--- config.mk ---
export PLATFORM = sky130hd
export DESIGN_NAME = reorder_commit_rollback
export DESIGN_NICKNAME = d
export VERILOG_FILES = /design/src/sv/rcr_pkg.sv /design/src/sv/rcr_ram.sv /design/src/sv/rcr_front.sv /design/src/sv/rcr_outq.sv /design/src/sv/rcr_back.sv /design/src/sv/reorder_commit_rollback.sv
export SDC_FILE = /design/constraint.sdc
export NUM_CORES = 2
export LEC_CHECK = 0
export ABC_CLOCK_PERIOD_IN_PS = 7600
export BUFFER_PORTS_ARGS = -buffer_cell sky130_fd_sc_hd__buf_4
export CELL_PAD_IN_SITES_DETAIL_PLACEMENT = 1
export CELL_PAD_IN_SITES_GLOBAL_PLACEMENT = 1
export CORE_MARGIN = 4
export CORE_UTILIZATION = 40
export CTS_BUF_LIST = sky130_fd_sc_hd__clkbuf_4 sky130_fd_sc_hd__clkbuf_8
export CTS_CLUSTER_DIAMETER = 40
export CTS_CLUSTER_SIZE = 25
export DETAILED_ROUTE_END_ITERATION = 16
export GPL_TIMING_DRIVEN = 0
export PLACE_DENSITY_LB_ADDON = 0.1
export SYNTH_ARGS = -nofsm -noshare
export SYNTH_HDL_FRONTEND = slang
export SYNTH_SLANG_ARGS = --single-unit
--- constraint.sdc ---
create_clock -name clk -period 7.6 [get_ports clk]
set_input_delay 0 -clock clk [delete_from_list [all_inputs] [get_ports clk]]
set_output_delay 0 -clock clk [all_outputs]
set_load 0.005 [all_outputs]
--- src/sv/rcr_pkg.sv ---
// Shared types and constants for the reorder commit and rollback unit.
// Holds field widths, operation and result codes, item and result structs.
// No dependencies.
package rcr_pkg;

    localparam int KIND_W = 2;
    localparam int LOG_W  = 5;
    localparam int PHYS_W = 6;
    localparam int PC_W   = 16;
    localparam int SLOT_W = 5;
    localparam int RK_W   = 3;

    // Raw kind codes on the input port.
    localparam logic [KIND_W-1:0] KIND_DISPATCH = 2'd0;
    localparam logic [KIND_W-1:0] KIND_COMPLETE = 2'd1;
    localparam logic [KIND_W-1:0] KIND_COMMIT   = 2'd2;

    // Operation after classification by the front end.
    typedef enum logic [1:0] {
        OP_DISPATCH,
        OP_COMPLETE,
        OP_COMMIT,
        OP_NONE
    } op_t;

    // Result codes.
    typedef enum logic [RK_W-1:0] {
        RK_IDLE,
        RK_DISPATCHED,
        RK_REFUSED,
        RK_RETIRED,
        RK_ROLLED_BACK,
        RK_EXCEPTION,
        RK_RECOVERED
    } rk_t;

    // Back end sequencer states.
    typedef enum logic [1:0] {
        ST_IDLE,
        ST_READ,
        ST_RETIRE,
        ST_ROLLBACK
    } back_state_t;

    // Classified input item held between the front and back ends.
    typedef struct packed {
        op_t               op;
        logic [LOG_W-1:0]  dest_logical;
        logic [PHYS_W-1:0] new_physical;
        logic [PHYS_W-1:0] prior_physical;
        logic [PC_W-1:0]   inst_pc;
        logic [SLOT_W-1:0] done_slot;
        logic              faulted;
    } item_t;

    // One result item.
    typedef struct packed {
        rk_t               kind;
        logic [PHYS_W-1:0] phys_reg;
        logic [LOG_W-1:0]  log_reg;
        logic [PC_W-1:0]   fault_pc;
        logic [SLOT_W-1:0] slot;
        logic              last;
    } result_t;

    // Active list entry as stored in the entry RAM.
    typedef struct packed {
        logic [LOG_W-1:0]  dest_lreg;
        logic [PHYS_W-1:0] prior_phys;
        logic [PC_W-1:0]   pc;
    } entry_t;

    localparam int ENTRY_W = $bits(entry_t);

endpackage

--- src/sv/rcr_ram.sv ---
// Generic single write port, single read port RAM with registered read data.
// No dependencies.
module rcr_ram #(
    parameter int WIDTH = 27,
    parameter int DEPTH = 32
) (
    input  logic                                     clk,
    input  logic                                     we,
    input  logic [(DEPTH > 1 ? $clog2(DEPTH) : 1)-1:0] waddr,
    input  logic [WIDTH-1:0]                         wdata,
    input  logic [(DEPTH > 1 ? $clog2(DEPTH) : 1)-1:0] raddr,
    output logic [WIDTH-1:0]                         rdata
);

    logic [WIDTH-1:0] mem_reg [DEPTH];
    logic [WIDTH-1:0] rdata_reg;

    // Write port and registered read port.
    always_ff @(posedge clk)
    begin
        if (we)
        begin
            mem_reg[waddr] <= wdata;
        end
        rdata_reg <= mem_reg[raddr];
    end

    assign rdata = rdata_reg;

endmodule

--- src/sv/rcr_front.sv ---
// Front end of the reorder commit and rollback unit: a two item queue that
// accepts input transfers and classifies each kind code. Depends on rcr_pkg.
module rcr_front
    import rcr_pkg::*;
(
    input  logic                     clk,
    input  logic                     rst_n,
    input  logic                     push,
    output logic                     full,
    input  logic [KIND_W-1:0]        kind,
    input  logic [LOG_W-1:0]         dest_logical,
    input  logic [PHYS_W-1:0]        new_physical,
    input  logic [PHYS_W-1:0]        prior_physical,
    input  logic [PC_W-1:0]          inst_pc,
    input  logic [SLOT_W-1:0]        done_slot,
    input  logic                     faulted,
    output logic                     item_valid,
    output item_t                    item,
    input  logic                     item_pop
);

    item_t       slot_reg [2];
    logic        wr_ptr_reg;
    logic        wr_ptr_next;
    logic        rd_ptr_reg;
    logic        rd_ptr_next;
    logic [1:0]  count_reg;
    logic [1:0]  count_next;
    item_t       incoming;
    logic        do_push;
    logic        do_pop;

    // Classify the kind code and gather the payload.
    always_comb
    begin
        incoming.dest_logical   = dest_logical;
        incoming.new_physical   = new_physical;
        incoming.prior_physical = prior_physical;
        incoming.inst_pc        = inst_pc;
        incoming.done_slot      = done_slot;
        incoming.faulted        = faulted;
        unique case (kind)
            KIND_DISPATCH: incoming.op = OP_DISPATCH;
            KIND_COMPLETE: incoming.op = OP_COMPLETE;
            KIND_COMMIT:   incoming.op = OP_COMMIT;
            default:       incoming.op = OP_NONE;
        endcase
    end

    assign full       = (count_reg == 2'd2);
    assign item_valid = (count_reg != 2'd0);
    assign item       = slot_reg[rd_ptr_reg];
    assign do_push    = push && !full;
    assign do_pop     = item_pop && item_valid;

    // Pointer and occupancy update.
    always_comb
    begin
        wr_ptr_next = do_push ? ~wr_ptr_reg : wr_ptr_reg;
        rd_ptr_next = do_pop ? ~rd_ptr_reg : rd_ptr_reg;
        count_next  = count_reg;
        if (do_push && !do_pop)
        begin
            count_next = count_reg + 2'd1;
        end
        else if (do_pop && !do_push)
        begin
            count_next = count_reg - 2'd1;
        end
    end

    always_ff @(posedge clk or negedge rst_n)
    begin
        if (!rst_n)
        begin
            wr_ptr_reg <= 1'b0;
            rd_ptr_reg <= 1'b0;
            count_reg  <= 2'd0;
        end
        else
        begin
            wr_ptr_reg <= wr_ptr_next;
            rd_ptr_reg <= rd_ptr_next;
            count_reg  <= count_next;
        end
    end

    // Queue storage.
    always_ff @(posedge clk)
    begin
        if (do_push)
        begin
            slot_reg[wr_ptr_reg] <= incoming;
        end
    end

endmodule

--- src/sv/rcr_outq.sv ---
// Result queue of the reorder commit and rollback unit: two entries that
// decouple the back end from the consumer. Depends on rcr_pkg.
module rcr_outq
    import rcr_pkg::*;
(
    input  logic    clk,
    input  logic    rst_n,
    input  logic    res_push,
    input  result_t res_in,
    output logic    res_full,
    output logic    empty,
    input  logic    pop,
    output result_t res_out
);

    result_t     slot_reg [2];
    logic        wr_ptr_reg;
    logic        wr_ptr_next;
    logic        rd_ptr_reg;
    logic        rd_ptr_next;
    logic [1:0]  count_reg;
    logic [1:0]  count_next;
    logic        do_push;
    logic        do_pop;

    assign res_full = (count_reg == 2'd2);
    assign empty    = (count_reg == 2'd0);
    assign res_out  = slot_reg[rd_ptr_reg];
    assign do_push  = res_push && !res_full;
    assign do_pop   = pop && !empty;

    // Pointer and occupancy update.
    always_comb
    begin
        wr_ptr_next = do_push ? ~wr_ptr_reg : wr_ptr_reg;
        rd_ptr_next = do_pop ? ~rd_ptr_reg : rd_ptr_reg;
        count_next  = count_reg;
        if (do_push && !do_pop)
        begin
            count_next = count_reg + 2'd1;
        end
        else if (do_pop && !do_push)
        begin
            count_next = count_reg - 2'd1;
        end
    end

    always_ff @(posedge clk or negedge rst_n)
    begin
        if (!rst_n)
        begin
            wr_ptr_reg <= 1'b0;
            rd_ptr_reg <= 1'b0;
            count_reg  <= 2'd0;
        end
        else
        begin
            wr_ptr_reg <= wr_ptr_next;
            rd_ptr_reg <= rd_ptr_next;
            count_reg  <= count_next;
        end
    end

    // Queue storage.
    always_ff @(posedge clk)
    begin
        if (do_push)
        begin
            slot_reg[wr_ptr_reg] <= res_in;
        end
    end

endmodule

--- src/sv/rcr_back.sv ---
// Back end of the reorder commit and rollback unit: the active list, the
// rename map and the sequencer that dispatches, completes, retires and rolls
// back. Depends on rcr_pkg and rcr_ram.
module rcr_back
    import rcr_pkg::*;
#(
    parameter int LIST_DEPTH   = 32,
    parameter int RETIRE_WIDTH = 4,
    parameter int LOGICAL_REGS = 32
) (
    input  logic    clk,
    input  logic    rst_n,
    input  logic    item_valid,
    input  item_t   item,
    output logic    item_pop,
    output logic    res_push,
    output result_t res,
    input  logic    res_full
);

    localparam int IDX_W = $clog2(LIST_DEPTH);
    localparam int CNT_W = $clog2(LIST_DEPTH + 1);
    localparam int SUM_W = CNT_W + 1;
    localparam int NW    = $clog2(RETIRE_WIDTH + 1);
    localparam int MAP_W = $clog2(LOGICAL_REGS);

    back_state_t       state_reg;
    back_state_t       state_next;
    logic [IDX_W-1:0]  head_reg;
    logic [IDX_W-1:0]  head_next;
    logic [CNT_W-1:0]  count_reg;
    logic [CNT_W-1:0]  count_next;
    logic              recovery_reg;
    logic              recovery_next;
    logic [NW-1:0]     n_reg;
    logic [NW-1:0]     n_next;
    logic [IDX_W-1:0]  roll_idx_reg;
    logic [IDX_W-1:0]  roll_idx_next;

    logic              done_reg  [LIST_DEPTH];
    logic              fault_reg [LIST_DEPTH];
    logic [PHYS_W-1:0] map_reg   [LOGICAL_REGS];

    logic              done_we;
    logic [IDX_W-1:0]  done_idx;
    logic              done_val;
    logic              fault_val;
    logic              map_we;
    logic [MAP_W-1:0]  map_idx;
    logic [PHYS_W-1:0] map_val;
    logic              ram_we;
    logic [IDX_W-1:0]  ram_raddr;
    entry_t            ram_wentry;
    logic [ENTRY_W-1:0] ram_rdata;
    entry_t            entry;

    logic [SUM_W-1:0]  sum;
    logic [SUM_W-1:0]  sum_m1;
    logic [IDX_W-1:0]  tail;
    logic [IDX_W-1:0]  tail_m1;
    logic [IDX_W-1:0]  head_inc;
    logic [IDX_W-1:0]  roll_prev;
    logic [6:0]        dslot_wide;
    logic [IDX_W-1:0]  dslot_idx;
    logic [SUM_W-1:0]  dslot_off;
    logic              slot_live;
    logic              disp_ok;
    logic [MAP_W-1:0]  roll_lr;
    logic              retire_go;
    logic              more_retire;
    logic              more_roll;
    logic [NW-1:0]     n_inc;

    // Entry store: logical destination, prior mapping and pc of each slot.
    rcr_ram #(
        .WIDTH (ENTRY_W),
        .DEPTH (LIST_DEPTH)
    ) u_entry_ram (
        .clk   (clk),
        .we    (ram_we),
        .waddr (tail),
        .wdata (ram_wentry),
        .raddr (ram_raddr),
        .rdata (ram_rdata)
    );

    assign entry = entry_t'(ram_rdata);

    // Ring positions: tail, youngest entry, successor of head, predecessor.
    always_comb
    begin
        sum    = SUM_W'(head_reg) + SUM_W'(count_reg);
        sum_m1 = sum - SUM_W'(1);
        tail    = (sum >= SUM_W'(LIST_DEPTH)) ?
                  IDX_W'(sum - SUM_W'(LIST_DEPTH)) : IDX_W'(sum);
        tail_m1 = (sum_m1 >= SUM_W'(LIST_DEPTH)) ?
                  IDX_W'(sum_m1 - SUM_W'(LIST_DEPTH)) : IDX_W'(sum_m1);
        head_inc  = (head_reg == IDX_W'(LIST_DEPTH - 1)) ?
                    '0 : head_reg + IDX_W'(1);
        roll_prev = (roll_idx_reg == '0) ?
                    IDX_W'(LIST_DEPTH - 1) : roll_idx_reg - IDX_W'(1);
    end

    // Completion slot check (in range and occupied) and dispatch admission check.
    always_comb
    begin
        dslot_wide = 7'(item.done_slot);
        dslot_idx  = dslot_wide[IDX_W-1:0];
        if (dslot_idx >= head_reg)
        begin
            dslot_off = SUM_W'(dslot_idx) - SUM_W'(head_reg);
        end
        else
        begin
            dslot_off = SUM_W'(dslot_idx) + SUM_W'(LIST_DEPTH) - SUM_W'(head_reg);
        end
        slot_live = (32'(item.done_slot) < LIST_DEPTH) &&
                    (dslot_off < SUM_W'(count_reg));
        disp_ok   = !recovery_reg && (count_reg != CNT_W'(LIST_DEPTH)) &&
                    (32'(item.dest_logical) < LOGICAL_REGS);
    end

    // Loop control for retire and rollback, looked ahead one result.
    always_comb
    begin
        n_inc       = n_reg + NW'(1);
        retire_go   = (n_reg < NW'(RETIRE_WIDTH)) && (count_reg != '0) &&
                      done_reg[head_reg];
        more_retire = (n_inc < NW'(RETIRE_WIDTH)) && (count_reg > CNT_W'(1)) &&
                      done_reg[head_inc];
        more_roll   = (n_inc < NW'(RETIRE_WIDTH)) && (count_reg > CNT_W'(1));
        roll_lr     = entry.dest_lreg[MAP_W-1:0];
    end

    // Sequencer: next state and datapath controls.
    always_comb
    begin
        state_next    = state_reg;
        head_next     = head_reg;
        count_next    = count_reg;
        recovery_next = recovery_reg;
        n_next        = n_reg;
        roll_idx_next = roll_idx_reg;
        item_pop      = 1'b0;
        res_push      = 1'b0;
        res           = '0;
        res.kind      = RK_IDLE;
        ram_we        = 1'b0;
        ram_wentry.dest_lreg  = item.dest_logical;
        ram_wentry.prior_phys = item.prior_physical;
        ram_wentry.pc         = item.inst_pc;
        ram_raddr     = head_reg;
        done_we       = 1'b0;
        done_idx      = tail;
        done_val      = 1'b0;
        fault_val     = 1'b0;
        map_we        = 1'b0;
        map_idx       = item.dest_logical[MAP_W-1:0];
        map_val       = item.new_physical;

        unique case (state_reg)
            ST_IDLE:
            begin
                if (item_valid && !res_full)
                begin
                    item_pop = 1'b1;
                    res.last = 1'b1;
                    unique case (item.op)
                        OP_DISPATCH:
                        begin
                            res_push = 1'b1;
                            if (disp_ok)
                            begin
                                ram_we     = 1'b1;
                                done_we    = 1'b1;
                                map_we     = 1'b1;
                                count_next = count_reg + CNT_W'(1);
                                res.kind   = RK_DISPATCHED;
                                res.slot   = SLOT_W'(tail);
                            end
                            else
                            begin
                                res.kind = RK_REFUSED;
                            end
                        end
                        OP_COMPLETE:
                        begin
                            res_push  = 1'b1;
                            done_we   = slot_live;
                            done_idx  = dslot_idx;
                            done_val  = 1'b1;
                            fault_val = item.faulted;
                        end
                        OP_COMMIT:
                        begin
                            if (recovery_reg && (count_reg == '0))
                            begin
                                res_push      = 1'b1;
                                res.kind      = RK_RECOVERED;
                                recovery_next = 1'b0;
                            end
                            else
                            begin
                                n_next     = '0;
                                state_next = ST_READ;
                            end
                        end
                        default:
                        begin
                            res_push = 1'b1;
                        end
                    endcase
                end
            end

            ST_READ:
            begin
                // Fetch the first entry of the loop from the entry store.
                if (recovery_reg)
                begin
                    ram_raddr     = tail_m1;
                    roll_idx_next = tail_m1;
                    state_next    = ST_ROLLBACK;
                end
                else
                begin
                    ram_raddr  = head_reg;
                    state_next = ST_RETIRE;
                end
            end

            ST_RETIRE:
            begin
                ram_raddr = head_reg;
                if (!res_full)
                begin
                    res_push = 1'b1;
                    if (!retire_go)
                    begin
                        res.last   = 1'b1;
                        state_next = ST_IDLE;
                    end
                    else if (fault_reg[head_reg])
                    begin
                        res.kind      = RK_EXCEPTION;
                        res.fault_pc  = entry.pc;
                        res.last      = 1'b1;
                        recovery_next = 1'b1;
                        state_next    = ST_IDLE;
                    end
                    else
                    begin
                        res.kind     = RK_RETIRED;
                        res.phys_reg = entry.prior_phys;
                        res.last     = !more_retire;
                        head_next    = head_inc;
                        count_next   = count_reg - CNT_W'(1);
                        n_next       = n_inc;
                        ram_raddr    = head_inc;
                        if (!more_retire)
                        begin
                            state_next = ST_IDLE;
                        end
                    end
                end
            end

            ST_ROLLBACK:
            begin
                ram_raddr = roll_idx_reg;
                if (!res_full)
                begin
                    res_push      = 1'b1;
                    res.kind      = RK_ROLLED_BACK;
                    res.phys_reg  = map_reg[roll_lr];
                    res.log_reg   = entry.dest_lreg;
                    res.last      = !more_roll;
                    map_we        = 1'b1;
                    map_idx       = roll_lr;
                    map_val       = entry.prior_phys;
                    count_next    = count_reg - CNT_W'(1);
                    n_next        = n_inc;
                    roll_idx_next = roll_prev;
                    ram_raddr     = roll_prev;
                    if (!more_roll)
                    begin
                        state_next = ST_IDLE;
                    end
                end
            end

            default:
            begin
                state_next = ST_IDLE;
            end
        endcase
    end

    // Control registers.
    always_ff @(posedge clk or negedge rst_n)
    begin
        if (!rst_n)
        begin
            state_reg    <= ST_IDLE;
            head_reg     <= '0;
            count_reg    <= '0;
            recovery_reg <= 1'b0;
            n_reg        <= '0;
            roll_idx_reg <= '0;
        end
        else
        begin
            state_reg    <= state_next;
            head_reg     <= head_next;
            count_reg    <= count_next;
            recovery_reg <= recovery_next;
            n_reg        <= n_next;
            roll_idx_reg <= roll_idx_next;
        end
    end

    // Rename map, identity after reset.
    always_ff @(posedge clk or negedge rst_n)
    begin
        if (!rst_n)
        begin
            for (int i = 0; i < LOGICAL_REGS; i++)
            begin
                map_reg[i] <= PHYS_W'(i);
            end
        end
        else if (map_we)
        begin
            map_reg[map_idx] <= map_val;
        end
    end

    // Done and fault flags of each slot; only occupied slots are consulted.
    always_ff @(posedge clk)
    begin
        if (done_we)
        begin
            done_reg[done_idx]  <= done_val;
            fault_reg[done_idx] <= fault_val;
        end
    end

endmodule

--- src/sv/reorder_commit_rollback.sv ---
// Top level of the reorder commit and rollback unit.
// Instantiates rcr_front, rcr_back and rcr_outq; depends on rcr_pkg.
//
// In-order retirement unit with an active list ring and a rename map. Input
// transfers enter a two item queue (push/full) and are executed one at a time
// by the back end; results leave through a two entry queue (empty/pop), the
// last result of each item marked by last. Dispatch, completion, unknown
// kinds and the commit that ends recovery are each handled in ST_IDLE. A
// commit that gives k results (one to RETIRE_WIDTH) takes the item, reads
// the first entry in ST_READ, then gives the results in order, paced by
// the single registered read port of the entry store. After an exception
// every later commit cycle rolls back up to RETIRE_WIDTH youngest entries
// until a cycle finds the list empty. No clearing pass is needed after
// reset.
module reorder_commit_rollback
    import rcr_pkg::*;
#(
    parameter int LIST_DEPTH   = 32,
    parameter int RETIRE_WIDTH = 4,
    parameter int LOGICAL_REGS = 32
) (
    input  logic              clk,
    input  logic              rst_n,
    input  logic              push,
    output logic              full,
    input  logic [KIND_W-1:0] kind,
    input  logic [LOG_W-1:0]  dest_logical,
    input  logic [PHYS_W-1:0] new_physical,
    input  logic [PHYS_W-1:0] prior_physical,
    input  logic [PC_W-1:0]   inst_pc,
    input  logic [SLOT_W-1:0] done_slot,
    input  logic              faulted,
    output logic              empty,
    input  logic              pop,
    output logic [RK_W-1:0]   result_kind,
    output logic [PHYS_W-1:0] phys_reg,
    output logic [LOG_W-1:0]  log_reg,
    output logic [PC_W-1:0]   fault_pc,
    output logic [SLOT_W-1:0] slot,
    output logic              last
);

    logic    item_valid;
    item_t   item;
    logic    item_pop;
    logic    res_push;
    result_t res;
    logic    res_full;
    result_t res_out;

    // Front end: accept and classify.
    rcr_front u_front (
        .clk            (clk),
        .rst_n          (rst_n),
        .push           (push),
        .full           (full),
        .kind           (kind),
        .dest_logical   (dest_logical),
        .new_physical   (new_physical),
        .prior_physical (prior_physical),
        .inst_pc        (inst_pc),
        .done_slot      (done_slot),
        .faulted        (faulted),
        .item_valid     (item_valid),
        .item           (item),
        .item_pop       (item_pop)
    );

    // Back end: active list, rename map and sequencer.
    rcr_back #(
        .LIST_DEPTH   (LIST_DEPTH),
        .RETIRE_WIDTH (RETIRE_WIDTH),
        .LOGICAL_REGS (LOGICAL_REGS)
    ) u_back (
        .clk        (clk),
        .rst_n      (rst_n),
        .item_valid (item_valid),
        .item       (item),
        .item_pop   (item_pop),
        .res_push   (res_push),
        .res        (res),
        .res_full   (res_full)
    );

    // Result queue towards the consumer.
    rcr_outq u_outq (
        .clk      (clk),
        .rst_n    (rst_n),
        .res_push (res_push),
        .res_in   (res),
        .res_full (res_full),
        .empty    (empty),
        .pop      (pop),
        .res_out  (res_out)
    );

    assign result_kind = res_out.kind;
    assign phys_reg    = res_out.phys_reg;
    assign log_reg     = res_out.log_reg;
    assign fault_pc    = res_out.fault_pc;
    assign slot        = res_out.slot;
    assign last        = res_out.last;

endmodule

# Word level (Yosys, flattened, before mapping)
# Memories as Yosys holds them, arrays and structs flattened. A register that Yosys moved wholly into a read port is not among the register bits.
# Cells that the tools add are included.
[word_totals] reg_bits=222 ram_bits=1082 in_bits=45 output_inout_bits=38 elab_cells=270 n_memories=5
[mem_list] memory="u_back.u_entry_ram.mem_reg" depth=32 width=27 rd=1 rd_ports_with_merged_regs=1 wr=1 line="rcr_ram.sv:15" text="logic [WIDTH-1:0] mem_reg [DEPTH];"
[mem_list] memory="u_front.slot_reg" depth=2 width=41 rd=1 rd_ports_with_merged_regs=0 wr=1 line="rcr_front.sv:22" text="item_t slot_reg [2];"
[mem_list] memory="u_outq.slot_reg" depth=2 width=36 rd=1 rd_ports_with_merged_regs=0 wr=1 line="rcr_outq.sv:16" text="result_t slot_reg [2];"
[mem_list] memory="u_back.done_reg" depth=32 width=1 rd=2 rd_ports_with_merged_regs=0 wr=1 line="rcr_back.sv:40" text="logic done_reg [LIST_DEPTH];"
[mem_list] memory="u_back.fault_reg" depth=32 width=1 rd=1 rd_ports_with_merged_regs=0 wr=1 line="rcr_back.sv:41" text="logic fault_reg [LIST_DEPTH];"
[op_classes] n_addsub=16 magnitude_cmp=10 eq_ne=25 mux=119 bitwise=6 reduce_logical=45
[op_table] op="$bwmux W192" n=1
[op_table] op="$mux W5" n=19
[op_table] op="$mux W6" n=14
[op_table] op="$mux W16" n=4
[op_table] op="$mux W1" n=37
[op_table] op="$bmux W6 S5" n=1
[op_table] op="$demux W6 S5" n=1
[op_table] op="$mux W3" n=10
[op_table] op="$mux W2" n=14
[op_table] op="$mux W9" n=2
[op_table] op="$pmux W3 S3" n=2
[op_table] op="$pmux W6 S3" n=1
[op_table] op="$logic_and A1 B1 Y1" n=16
[op_table] op="$reduce_and A8 Y1" n=2
[op_table] op="$pmux W5 S3" n=1
[op_table] op="$sub A5 B1 Y5 const B" n=3
[op_table] op="$ge A7 B6 Y1 const B" n=2
[op_table] op="$mux W14" n=1
[op_table] op="$ne A2 B2 Y1 const B" n=7
[op_table] op="$reduce_and A7 Y1" n=2
[op_table] op="$eq A2 B2 Y1 const B" n=6
[op_table] op="$ge A6 B6 Y1 const B" n=2
[op_table] op="$ne A2 B1 Y1 const B" n=6
[op_table] op="$not A5 Y6" n=2
[op_table] op="other kinds (38)" n=65

# Logic depth before layout (Yosys ltp)
[depth] ltp_word=11 mapped_depth=19 ltp_nobuf=16

# Modules after synthesis
# A second synthesis with hierarchy kept.
[unflattened] hier_cells=3328 hier_area_um2=55493.2
[modules_own_cells] mod="rcr_ram" n_inst=1 cells_per_inst=1915 area_per_inst_um2=34221.6 seq_area_each_um2=26485.4
[modules_own_cells] mod="rcr_back" n_inst=1 cells_per_inst=1133 area_per_inst_um2=14958.1 seq_area_each_um2=7377.1
[modules_own_cells] mod="rcr_front" n_inst=1 cells_per_inst=149 area_per_inst_um2=3369.5 seq_area_each_um2=2562.5
[modules_own_cells] mod="rcr_outq" n_inst=1 cells_per_inst=131 area_per_inst_um2=2944.1 seq_area_each_um2=2262.2

# Worst setup path after synthesis
# No wires, ideal clock.
[synth_path] path_kind="reg2reg" from="register u_front.rd_ptr_reg" to="memory u_outq.slot_reg[0][0] (netlist bit), enable pin" setup_time_ns=0.519 t_arrival_ns=5.045 t_required_ns=7.081 path_slack_ns=2.036 stages_incl_launch_ff=8 path_buffers=3 synth_period_minus_slack_ns=5.564 cell_sequence="dfrtp_1 > clkbuf_1 > buf_1 > clkbuf_1 > a32o_1 > a21oi_1 > nor3_1 > nor4_1"
[synth_via] elab_chain_cells=8
[synth_lines] item="start, declared" line="rcr_front.sv:25" text="logic rd_ptr_reg;"
[synth_lines] item="start signal, assigned" line="rcr_front.sv:83" text="rd_ptr_reg <= rd_ptr_next;"
[synth_lines] item="$mem_v2 Z2 W41"
[synth_lines] item="$eq A2 B2 Y1" line="rcr_back.sv:168" text="unique case (item.op)"
[synth_lines] item="$mux W1" line="rcr_back.sv:168"
[synth_lines] item="$mux W1" line="rcr_back.sv:164" text="if (item_valid && !res_full)"
[synth_lines] item="$pmux W1 S2" line="rcr_back.sv:161" text="unique case (state_reg)"
[synth_lines] item="$logic_and A1 B1 Y1" line="rcr_outq.sv:29" text="assign do_push = res_push && !res_full;"
[synth_lines] item="$mux W1" line="rcr_outq.sv:67" text="if (do_push)"
[synth_lines] item="$mux W1 (implied by the code)" line="rcr_outq.sv:69" text="slot_reg[wr_ptr_reg] <= res_in;"
[synth_lines] item="end, declared" line="rcr_outq.sv:16"
# No other way between the ends.

# Worst setup path after layout
[layout_path] from="register u_front.rd_ptr_reg" to="memory u_back.fault_reg[8], enable pin"
[layout_via] elab_chain_cells=10 elab_cells_between_ends=17 cone_classes="add/sub (3); order compare (2); eq/ne (1); mux (9); reduce/logical (1); memory (1)"
[layout_lines] item="$mem_v2 Z2 W41 *"
[layout_lines] item="$add A5 B6 Y7" line="rcr_back.sv:115" text="dslot_off = SUM_W'(dslot_idx) + SUM_W'(LIST_DEPTH) - SUM_W'(head_reg);"
[layout_lines] item="$sub A7 B5 Y7" line="rcr_back.sv:115"
[layout_lines] item="$mux W7" line="rcr_back.sv:109" text="if (dslot_idx >= head_reg)"
[layout_lines] item="$lt A7 B6 Y1" line="rcr_back.sv:118" text="(dslot_off < SUM_W'(count_reg));"
[layout_lines] item="$pmux W1 S2" line="rcr_back.sv:168"
[layout_lines] item="$mux W1" line="rcr_back.sv:164"
[layout_lines] item="$mux W1" line="rcr_back.sv:161"
[layout_lines] item="$mux W1" line="rcr_back.sv:341" text="if (done_we)"
[layout_lines] item="$mux W1 (implied by the code)" line="rcr_back.sv:344" text="fault_reg[done_idx] <= fault_val;"
[layout_lines] item="end, declared" line="rcr_back.sv:41"
# Mark *: on every way between the ends. The rest lies on a longest branch, timed or not.

==> impl_summary.txt <==
----------------------------------------------------
[Global route]
  Maximum number of pins on one net before global-route repair ... 129
  Global router's overall resource usage ... 21.6%
  Wire length of the first global-routing pass ... 231 mm
  Via count of the first global-routing pass ... 33900
  Antenna violations before repair ... 6
  Remaining Overflow, GRT ... 0

[Layout]
  Max FFs per register ... 864
  Layout cells sized above 1 ... 23.3%
  Final net count ... 3870
  Share of the core filled with cells in the final layout ... 47.1%
  Final-layout fill cell count ... 13100
  Synthesis-to-finish area growth ... 17.1%

[Worst setup path]
  Maximum fanout count along the critical path ... 10
  Arrival time of data at the critical path endpoint ... 7.14 ns
  Startpoint of the most critical register-to-register path ... u_front.rd_ptr_reg
  Worst endpoint required time ... 8.18 ns
  Critical Path Start Type ... register
  Category of the critical setup timing path ... register to register
  Startpoint of the worst setup timing path ... u_front.rd_ptr_reg
  Worst setup EP type ... register

[Drt]
  Post-detailed-route wirelength per cell ... 27.2 um
  Number of nets with antenna violations after routing ... 0
  DR pass1 iterations ... 5
  # DRC ... 0
  Number of vias per cell ... 5.43
  Routed WL ... 157 mm
  Initial DRC Count ... 2176
  Total via count after detailed routing ... 31300

[Power and ir drop]
  Clock power share ... 22.1%
  Largest vdd supply drop ... 224 uV
  Net switching power of the design ... 12.6 mW
  Power density of the placed cells ... 470 mW/mm^2
  Switch share ... 41.3%
  Reg power frac ... 31.9%
  Internal power summed over all cells ... 17.8 mW
  Leakage power of the design ... 25.0 nW
  Part of the total power dissipated in combinational logic ... 46.0%

[Yosys]
  Warnings from Yosys ... 0
  Number of synthesized flops with an enable pin ... 1082
  Cells after synthesis ... 3385
  Main flop type after synthesis ... sky130_fd_sc_hd__edfxtp_1
  Mean cell area of the mapped netlist ... 16.3 um^2
  Adder-cell share of the synthesized area ... 0.797%
  Cell Area, Synth ... 0.0553 mm^2
  Synthesized netlist net count ... 3464
  Compound-cell area share of the yosys netlist ... 3.97%
  Xor/xnor cell area share of the yosys netlist ... 0.539%
  Multiplexer fraction of the synthesized cell area ... 18.3%
  Synth Area in Simple Gates ... 4.22%
  Combinational family with the most area after synthesis ... multiplexers
  Sequential area share after synthesis ... 70.0%
  Share of flip-flops with an asynchronous set or reset ... 16.7%
  Number of register bits inferred by synthesis ... 1331
  Count of distinct cell types in the synthesized netlist ... 63

[Placed design]
  Detail Placement HPWL ... 108 mm
  Final weighted congestion in routability-driven placement ... 0.868
  Number of buffer cells added on primary ports ... 80

[Clock network]
  Clock tree from TritonCTS ... yes
  Source-to-sink clock delay at the later pin of the worst-skew pair ... 0.93 ns
  Total setup buffers inserted after CTS ... 0
  Clk buf depth ... 3
  Clock root cell ... sky130_fd_sc_hd__clkbuf_8
  Max H-tree Level ... 4
  Clock-pin transition on the worst setup and hold timing paths ... 0.08 ns
  TritonCTS buffer count ... 197
  Num Clock Sinks ... 1331

[Floorplan]
  Width of the chip ... 380 um
  Core area ... 0.137 mm^2
  Die Ht ... 380 um
  Number of top-level pins ... 83
  FP Rows ... 136
  Area enclosed by the die boundary ... 0.144 mm^2
  Starting density of the core ... 40.2%

[Timing]
  Tightest slew margin relative to the limit ... 4.68%
  Unrepaired setup endpoints after global routing ... no
  Transition time at the pin with the least slew margin ... 1.43 ns
  Peak clock frequency supported by timing ... 152 MHz
  Min Clock Period, post-route ... 6.56 ns
  Post-route clock skew ... 0.0476 ns
  Final setup viols ... 0
  Final hold violation count ... 0
  Max Transition Viols Final ... 0
  Final total negative setup slack ... 0 ns
  Share of the clock period used by the worst path ... 86.3%

[Outcome]
  Run status ... finished clean

[Min path]
  Worst min-delay path category ... input pin to register
  Hold path start ... push

[Flow run]
  Max-cap violation count ... 0

----------------------------------------------------
## worst max-delay path, cell delays in order, from the launching register on
cell	delay [ns]
sky130_fd_sc_hd__dfrtp_1	0.33
sky130_fd_sc_hd__clkbuf_1	0.68
sky130_fd_sc_hd__buf_1	0.74
sky130_fd_sc_hd__clkbuf_1	1.10
sky130_fd_sc_hd__mux2i_1	0.47
sky130_fd_sc_hd__ha_1	0.22
sky130_fd_sc_hd__inv_1	0.07
sky130_fd_sc_hd__fa_1	0.44
sky130_fd_sc_hd__a21o_1	0.18
sky130_fd_sc_hd__a21oi_1	0.22
sky130_fd_sc_hd__nand2_1	0.08
sky130_fd_sc_hd__nand2_1	0.10
sky130_fd_sc_hd__xnor2_1	0.12
sky130_fd_sc_hd__nor2_1	0.06
sky130_fd_sc_hd__ha_1	0.27
sky130_fd_sc_hd__o21ai_0	0.09
sky130_fd_sc_hd__a21oi_1	0.12
sky130_fd_sc_hd__nor2b_1	0.20
sky130_fd_sc_hd__nand2_1	0.36
sky130_fd_sc_hd__nor2_1	0.33
## path summary, 6_finish.rpt
kind / to / cells after the start / slack, ns
max in group asynchronous: u_back.map_reg[74] / 4 / 6.52
min in group asynchronous: u_back.map_reg[123] / 3 / 0.37
worst min-delay path: u_front.slot_reg[1][28] / 3 / 0.29
worst max-delay path: u_back.fault_reg[8] / 19 / 1.04
worst min register to register: u_back.map_reg[33] / 2 / 0.48
worst max register to register: u_back.fault_reg[8] / 19 / 1.04
## per-layer routing
layer,global-route usage (%),wire [um],vias up
met5,0,0,-
met4,6.45,4120,0
met3,3.47,6330,227
met2,35.9,76700,696
met1,29.3,69500,16500
li1,-,-,13900
## cell usage after synthesis (3+ instances only)
master | n | area [um^2]
sky130_fd_sc_hd__nand2_1 | 220 | 826
sky130_fd_sc_hd__nor4_2 | 27 | 338
sky130_fd_sc_hd__a21o_1 | 12 | 90.1
sky130_fd_sc_hd__inv_1 | 34 | 128
sky130_fd_sc_hd__nand3_1 | 29 | 145
sky130_fd_sc_hd__buf_6 | 30 | 338
sky130_fd_sc_hd__dfrtp_1 | 142 | 3550
sky130_fd_sc_hd__dfstp_2 | 80 | 2100
sky130_fd_sc_hd__a221o_1 | 3 | 30.0
sky130_fd_sc_hd__ha_1 | 32 | 400
sky130_fd_sc_hd__mux4_2 | 74 | 1670
sky130_fd_sc_hd__dfxtp_1 | 27 | 541
sky130_fd_sc_hd__xor2_1 | 11 | 96.3
sky130_fd_sc_hd__nor3_1 | 19 | 95.1
sky130_fd_sc_hd__mux2i_1 | 692 | 6930
sky130_fd_sc_hd__o311ai_0 | 3 | 26.3
sky130_fd_sc_hd__xnor2_1 | 23 | 201
sky130_fd_sc_hd__or3_1 | 7 | 43.8
sky130_fd_sc_hd__o22ai_1 | 116 | 726
sky130_fd_sc_hd__edfxtp_1 | 1082 | 32500
sky130_fd_sc_hd__a221oi_1 | 4 | 35.0
sky130_fd_sc_hd__buf_2 | 26 | 130
sky130_fd_sc_hd__nand2b_1 | 10 | 62.6
sky130_fd_sc_hd__nor2_1 | 125 | 469
sky130_fd_sc_hd__o211ai_1 | 3 | 22.5
sky130_fd_sc_hd__buf_4 | 18 | 135
sky130_fd_sc_hd__and3_1 | 12 | 75.1
sky130_fd_sc_hd__o31ai_1 | 5 | 37.5
sky130_fd_sc_hd__a21oi_1 | 32 | 160
sky130_fd_sc_hd__buf_1 | 10 | 37.5
sky130_fd_sc_hd__a31oi_1 | 7 | 43.8
sky130_fd_sc_hd__nand4_1 | 3 | 18.8
sky130_fd_sc_hd__o21a_1 | 7 | 52.6
sky130_fd_sc_hd__and2_1 | 22 | 138
sky130_fd_sc_hd__o21ai_0 | 165 | 826
sky130_fd_sc_hd__nor2b_1 | 5 | 31.3
sky130_fd_sc_hd__nor4_1 | 5 | 31.3
sky130_fd_sc_hd__clkbuf_1 | 96 | 360
sky130_fd_sc_hd__mux2_2 | 136 | 1530
## power by group through the flow
stage / registers (mW) / logic, mW / clock network, mW
floorplan: 9.69 / 8.76 / 0
global placement: 9.81 / 13.6 / 0
detailed placement: 9.84 / 14.0 / 0
CTS: 9.69 / 14.1 / 6.90
global route: 9.75 / 14.9 / 7.26
finish: 9.68 / 14.0 / 6.71
## cell usage in the layout, fill, tap and decap left out, drive strengths merged, types with 23 or more instances in the layout
| cell type | count |
|---|---|
| a21oi | 32 |
| buf | 206 |
| clkbuf | 312 |
| clkinv | 56 |
| clkinvlp | 29 |
| dfrtp | 142 |
| dfstp | 80 |
| dfxtp | 27 |
| dlygate4sd3 | 88 |
| edfxtp | 1082 |
| ha | 32 |
| inv | 86 |
| mux2 | 136 |
| mux2i | 692 |
| mux4 | 74 |
| nand2 | 220 |
| nand3 | 29 |
| nor2 | 125 |
| nor4 | 32 |
| o21ai | 167 |
| o22ai | 116 |
| xnor2 | 23 |
## area by class of cell
cell class,count,area (um^2),area share (%)
sequential,1331,38700,59.8
timing repair buffer,207,2270,3.50
buffer,183,1050,1.62
inverter,35,131,0.203
tap,1794,2240,3.47
multi-input combinational,1836,15700,24.2
antenna,3,7.51,0.0116
clock inverter,158,1760,2.72
clock buffer,216,2880,4.45
## what timing repair did
item                                    CTS  global route
hold buffers                             89             0
resized for setup                         0             0
endpoints found under the setup margin    0             0
hold endpoints to repair                336             0
## through the flow
stage	hold slack (ns)	setup slack [ns]	power, mW	instance area (um^2)	instances
floorplan	-0.296	2.04	18.5	55300	3385
finish	0.292	1.04	30.4	64700	5763
global route	0.240	0.700	31.9	64700	5762
detailed placement	0.0845	1.06	23.9	59100	5296
global placement	0.185	-0.807	23.4	58100	5259
CTS	0.197	1.00	30.7	64700	5759
## cells by family (layout without fill, tap and decap cells)
group	after synthesis	after routing
flops	1331	1331
buf+inv	218	799
xor+xnor	34	34
compound gates	374	374
mux	902	902
fa+ha+maj	34	34
other cells	0	3
simple gates	492	492
Note: power is estimated with default switching activity, not from simulation.
